File: src/rtl/lpmc_pkg.sv
`timescale 1ns / 1ps
// ----------------------------------------------------------------------------
// lpmc_pkg
// Shared types and constants of the lidar point mask classifier.
// ----------------------------------------------------------------------------
package lpmc_pkg;

  localparam int CW      = 37;
  localparam int PW      = 35;
  localparam int NW      = 51;
  localparam int QW      = 11;
  localparam int DIV_LAT = QW + 1;
  localparam int MASK_AW = 20;
  localparam int QDEPTH  = 32;

  localparam int IMAGE_WIDTH_DEF  = 640;
  localparam int IMAGE_HEIGHT_DEF = 480;

  localparam logic [2:0] CFG_ROW_DEPTH  = 3'd0;
  localparam logic [2:0] CFG_ROW_HORIZ  = 3'd1;
  localparam logic [2:0] CFG_ROW_VERT   = 3'd2;
  localparam logic [2:0] CFG_FOCAL      = 3'd3;
  localparam logic [2:0] CFG_CENTER_U   = 3'd4;
  localparam logic [2:0] CFG_CENTER_V   = 3'd5;
  localparam logic [2:0] CFG_MIN_DEPTH  = 3'd6;

  localparam logic OP_MASK_WRITE = 1'b0;
  localparam logic OP_POINT      = 1'b1;

  localparam logic [1:0] CLASS_DROPPED  = 2'd0;
  localparam logic [1:0] CLASS_OBSTACLE = 2'd1;
  localparam logic [1:0] CLASS_ROAD     = 2'd2;

  localparam int FLAG_ROAD = 0;
  localparam int FLAG_OBST = 1;

  typedef struct packed {
    logic [63:0] row_d;
    logic [63:0] row_h;
    logic [63:0] row_v;
    logic [11:0] focal;
    logic [9:0]  cu;
    logic [9:0]  cv;
    logic [15:0] min_depth;
  } cfg_t;

  typedef struct packed {
    logic                op;
    logic                wr_ok;
    logic [1:0]          flags;
    logic [MASK_AW-1:0]  addr;
    logic signed [18:0]  x;
    logic signed [18:0]  y;
    logic signed [18:0]  z;
  } tag_t;

  typedef struct packed {
    logic                op;
    logic                wr_ok;
    logic                keep;
    logic [1:0]          flags;
    logic [MASK_AW-1:0]  addr;
    logic [9:0]          u;
    logic [8:0]          v;
    logic signed [18:0]  x;
    logic signed [18:0]  y;
    logic signed [18:0]  z;
  } qent_t;

endpackage

File: src/rtl/lpmc_queue.sv
`timescale 1ns / 1ps
// ----------------------------------------------------------------------------
// lpmc_queue
// Small first-in first-out queue between the front and back sections.
// ----------------------------------------------------------------------------
module lpmc_queue import lpmc_pkg::*; #(
  parameter int DEPTH = QDEPTH
) (
  input  logic  clk,
  input  logic  rst_n,
  input  logic  push,
  input  qent_t push_data,
  input  logic  pop,
  output qent_t head,
  output logic  empty
);

  localparam int PTRW = $clog2(DEPTH);
  localparam int CNTW = $clog2(DEPTH + 1);

  qent_t           mem_r [DEPTH];
  logic [PTRW-1:0] wp_r, rp_r;
  logic [CNTW-1:0] cnt_r;

  always_ff @(posedge clk) begin
    if (!rst_n) begin
      wp_r  <= '0;
      rp_r  <= '0;
      cnt_r <= '0;
    end else begin
      if (push) begin
        wp_r <= (32'(wp_r) == DEPTH - 1) ? '0 : wp_r + 1'b1;
      end
      if (pop) begin
        rp_r <= (32'(rp_r) == DEPTH - 1) ? '0 : rp_r + 1'b1;
      end
      cnt_r <= cnt_r + CNTW'(push) - CNTW'(pop);
    end
  end

  always_ff @(posedge clk) begin
    if (push) begin
      mem_r[wp_r] <= push_data;
    end
  end

  assign head  = mem_r[rp_r];
  assign empty = (cnt_r == '0);

  a_no_overflow: assert property (@(posedge clk) disable iff (!rst_n)
    push && !pop |-> 32'(cnt_r) < DEPTH) else $error("queue overflow");
  a_no_underflow: assert property (@(posedge clk) disable iff (!rst_n)
    pop |-> !empty) else $error("queue underflow");
  a_count_up: assert property (@(posedge clk) disable iff (!rst_n)
    push && !pop |=> cnt_r == $past(cnt_r) + 1'b1) else $error("queue count");

endmodule

File: config.mk
export PLATFORM = sky130hd
export DESIGN_NAME = lpmc_queue
export DESIGN_NICKNAME = d
export VERILOG_FILES = /design/src/rtl/lpmc_pkg.sv /design/src/rtl/lpmc_queue.sv
export SDC_FILE = /design/constraint.sdc
export NUM_CORES = 2
export LEC_CHECK = 0
export CAP_MARGIN = 20
export CELL_PAD_IN_SITES_DETAIL_PLACEMENT = 0
export CELL_PAD_IN_SITES_GLOBAL_PLACEMENT = 1
export CORE_UTILIZATION = 30
export DETAILED_ROUTE_END_ITERATION = 6
export DONT_BUFFER_PORTS = 1
export HOLD_SLACK_MARGIN = 0.12
export PLACE_DENSITY_LB_ADDON = 0.1
export SETUP_SLACK_MARGIN = 0.3
export SYNTH_ARGS = -nofsm -noshare
export SYNTH_HDL_FRONTEND = slang
export SYNTH_SLANG_ARGS = --single-unit
File: constraint.sdc
create_clock -name clk -period 9.3 [get_ports clk]
set_clock_uncertainty 0.05 [all_clocks]
set_input_delay 0 -clock clk [delete_from_list [all_inputs] [get_ports clk]]
set_output_delay 0 -clock clk [all_outputs]
set_load 0.02 [all_outputs]
# Word level (Yosys, flattened, before mapping)
# Memory sizes are Yosys's and may differ from the RTL's. A register that Yosys moved wholly into a read port is not among the register bits.
# Index checks and enable logic that the tools add are counted.
[word_totals] register_bits=16 ramBits=3232 in_bits=105 elab_cells=17 mem_count=1
[memory_table] name="mem_r" words=32 width=101 read_ports=1 rd_clocked_by_memory_dff=1 write_ports=1 line="lpmc_queue.sv:21" rtl="qent_t mem_r [DEPTH];"
[classes] n_reduce_logical=1 n_addsub=4 muxes=6 n_eq_ne=2
[op_table] op="5-bit two-way mux" count=4
[op_table] op="5-bit by 1-bit adder with 5-bit output (second input constant)" count=2
[op_table] op="5-bit == test (second input constant)" count=2
[op_table] op="6-bit by 1-bit adder with 6-bit output" count=1
[op_table] op="6-bit logical NOT" count=1
[op_table] op="6-bit by 1-bit subtractor with 6-bit output" count=1
[op_table] op="1-bit two-way mux" count=2

# Logic depth before layout (Yosys ltp)
[logic_depth] depth_word=4 depth_mapped=10 mapped_depth_nobuf=10

# Least setup slack after synthesis
# OpenSTA, ideal clock, no wires.
[synth_timing] path_type="register to register" start="register wp_r[4]" end="memory mem_r[24][0] (netlist bit) (enable)" stages_incl_launch_ff=4 n_path_buf=1 path_slack_ns=0.926 t_arrival_ns=7.639 period_less_slack_ns=8.374 setup_time_ns=0.684 cell_sequence="dfxtp_1 > clkbuf_1 > nand2_1 > nor3_1"
[synth_lines] element="start: declaration" line="lpmc_queue.sv:22" rtl="logic [PTRW-1:0] wp_r, rp_r;"
[synth_lines] element="start signal: assignment" line="lpmc_queue.sv:32" rtl="wp_r <= (32'(wp_r) == DEPTH - 1) ? '0 : wp_r + 1'b1;"
[synth_lines] element="end: declaration" line="lpmc_queue.sv:21"
# No word-level cell before the write port.

==> flow_summary_export.csv <==
group,metric,value,unit
clocking,path_clk_slew,0.06,ns
worst_hold_path,hold_path.class,"in -> reg",
timing,finalWorstPathRequiredPeriod,5.54,ns
yosys,async_flop_share,0,%
floorplan,pin_count,207,
power,leakagePower,44.2,nW
floorplan,die_footprint,414000,um^2
worst_setup_path,worst_setup_path_start_kind,"register",
worst_setup_path,cp_data_required_time,9.25,ns
timing,report.final.setup_viol,0,
worst_setup_path,r2r_worst_path_depth,5,
timing,actual_slew_at_the_worst_max_slew_pin,1.21,ns
timing,rsz0062_at_grt,"false",
cells_and_area,most_common_library_cell_in_the_layout_ignoring_fill_and_taps,"edfxtp_1",
grt,maximum_number_of_pins_on_one_net_before_global_route_repair,115,
grt,grt_pass1_wl,521000,um
run_status,outcome,"finished, final reports clean",
clocking,cts_htree_levels,5,
timing,post-route-period-util,59.5,%
grt,antenna_violations_before_repair,25,
grt,grt_pass1_vias,62600,
yosys,synth-main-ff-cell,"edfxtp_1",
grt,grt_use_total,18.0,%
worst_setup_path,arrival_time_at_the_worst_endpoint,5.49,ns
worst_setup_path,end_kind,"primary output",
clocking,clock_tree.root_cell,"clkbuf_16",
timing,fin_tns_setup,0,ns
cells_and_area,layout-drive-gt1-share,23.7,%
drt,detailroute.via_count,59600,
cells_and_area,area_delta_synth_final,19.1,%
floorplan,core_region_area,410000,um^2
clocking,cts_inserted_buffers,374,
yosys,yosys_warnings,0,
drt,route.detailed.drc,0,
worst_hold_path,worst_hold_startpoint,"push_data[11]",
placement,dp_hpwl,190000,um
clocking,cts_sinks,3253,
floorplan,floorplan.die.width,644,um
yosys,edff_count_synth,3232,
run,timing.max_cap.violations,0,
cells_and_area,fillerInstances,38000,
worst_setup_path,crit_path_max_fanout,98,
clocking,clock_path_buffers,4,
yosys,syn_area,124000,um^2
drt,finalWirelength,379000,um
yosys,synth.lib_cells_used.distinct,58,
drt,drt.antenna.violating_nets,0,
power,vdd.ir_drop.worst,0.000137,V
worst_setup_path,criticalPathCategory,"reg -> out",
worst_hold_path,hold_endpoint,"mem_r[6][11]",
grt,grt_remaining_overflow,0,
drt,detailedRoute.firstIterationViolations,5198,
clocking,worst_skew_pair.late_latency,0.93,ns
cells_and_area,final-instance-count-excl-fill,11900,
yosys,avgSynthCellArea,22.1,um^2
timing,timing.fmax,181,MHz
power,power.density,219,nW/um^2
clocking,tritoncts,"yes",
timing,hold_viol_final,0,
yosys,post_synthesis_sequential_area_ratio,78.9,%
worst_hold_path,whs_path_depth,1,
floorplan,effective_utilization_at_floorplan,30.1,%
floorplan,floorplan.die.height,644,um
cells_and_area,mostFrequentLayoutCells,"3232 x edfxtp_1, 597 x mux4_2, 436 x mux2i_1",
clocking,cts_resized,0,
worst_setup_path,regToRegSetupSlack,5.31,ns
placement,gp_routability_congestion,0.694,
drt,viasPerCell,5.00,
yosys,postSynthNetCount,5721,
worst_setup_path,worst_r2r_endpoint,"mem_r[9][49]",
floorplan,core.rowCount,235,
placement,post-place-cells,10900,
worst_setup_path,crit-reg2reg-launch,"wp_r[3]",
drt,route.detailed.wl_per_inst,31.8,um
yosys,postSynthRegisterBits,3253,
placement,io_buffers,0,
timing,report.final.slew_viol_count,0,
cells_and_area,finalNetCount,6266,
timing,max-slew-margin-rel,18.9,%
drt,firstDrtPassIters,6,
yosys,syn-instance-count,5600,
[sequential cells by signal (all words and copies together) (netlist names), named ones only]
name,cells
mem_r,3232
cnt_r,6
rp_r,5
wp_r,5
[cells in the mapped netlist (3+ instances only)]
cell type,count,area [um^2]
a2111oi_2,8,120
a21oi_1,64,320
a221o_1,8,80.1
a221oi_2,56,841
a22o_1,56,490
a22oi_1,87,653
and2_1,3,18.8
and3_1,5,31.3
buf_1,11,41.3
buf_2,139,696
buf_4,28,210
buf_6,29,327
clkbuf_1,102,383
dfxtp_1,21,420
edfxtp_1,3232,97100
ha_1,15,188
inv_1,13,48.8
mux2i_1,436,4360
mux4_2,597,13400
nand2_1,200,751
nand2b_1,11,68.8
nand3_1,131,656
nand3b_1,5,37.5
nand4_1,10,62.6
nor2_1,50,188
nor2b_1,6,37.5
nor3_1,19,95.1
nor4_1,27,169
nor4bb_1,3,30.0
o2111ai_1,59,517
o21ai_0,7,35.0
o221ai_1,5,43.8
o22a_1,5,43.8
o22ai_1,121,757
or3_1,5,31.3
[cell type report]
class	instances	area, um^2	area share (%)
Inverter	14	55.1	0.0374
Clock buffer	481	9830	6.69
Clock inverter	200	2000	1.36
Sequential cell	3253	97500	66.3
Antenna cell	6	15.0	0.0102
Multi-Input combinational cell	2024	24800	16.9
Tap cell	5451	6820	4.64
Timing Repair Buffer	478	6060	4.12
[how the worst max path moves through the flow]
stage	slack [ns]	end	start	depth (start not counted)
CTS	3.65	head[74]	register	6
global route	3.48	head[74]	register	6
floorplan	0.93	mem_r[24][0]	wp_r[4]	3
global placement	4.67	head[74]	register	6
detailed placement	4.68	head[74]	register	6
finish	3.76	head[74]	register	6
[where the power goes]
group          switching (mW)  internal, mW  leakage (nW)
Combinational            1.01         0.633          9.11
Sequential             0.0297          16.2          29.3
Clock                    6.02          8.31          5.75
[metal layers]
metal  vias to the layer above  wire, um  track usage (%)
met4                        10      7250             3.74
met3                       456     17300             2.90
met5                         -        69                0
li1                      24900         -                -
met1                     32800    165000             24.1
met2                      1390    189000             30.8
[logic make-up after synthesis]
family                   after synthesis  share of synthesized area, %
AND/OR/NAND/NOR                      486                          1.86
multiplexers                        1034                          14.4
AO/OA/AOI/OAI                        486                          3.22
buffers and inverters                323                          1.38
flip-flops                          3253                          78.9
adder cells (fa/ha/maj)               16                         0.168
XOR/XNOR                               2                        0.0142
[worst max-delay path: stages (launching register included)]
cell	delay [ns]
dfxtp_4	0.64
buf_12	0.60
buf_4	0.84
nand2b_2	0.42
buf_4	0.49
o22ai_1	0.20
nor4_2	1.07
[through the flow]
stage                     worst slack [ns]  cell area (um^2)  hold slack [ns]  util [%]  power [mW]
after global placement                4.67            131000           0.0505      31.9        17.8
final                                 3.76            147000            0.224      35.9        32.2
after CTS                             3.65            145000            0.136      35.5        32.6
after floorplan                      0.926            124000           0.0489         -        17.4
after global routing                  3.48            147000            0.235      35.9        33.2
after detailed placement              4.68            131000           0.0503      31.9        17.8
[repair_timing]
action,in CTS,in global routing
hold buffers,218,43
endpoints found under the hold margin,3727,1223
buffers inserted,0,0
Note: power is estimated with default switching activity, not from simulation.
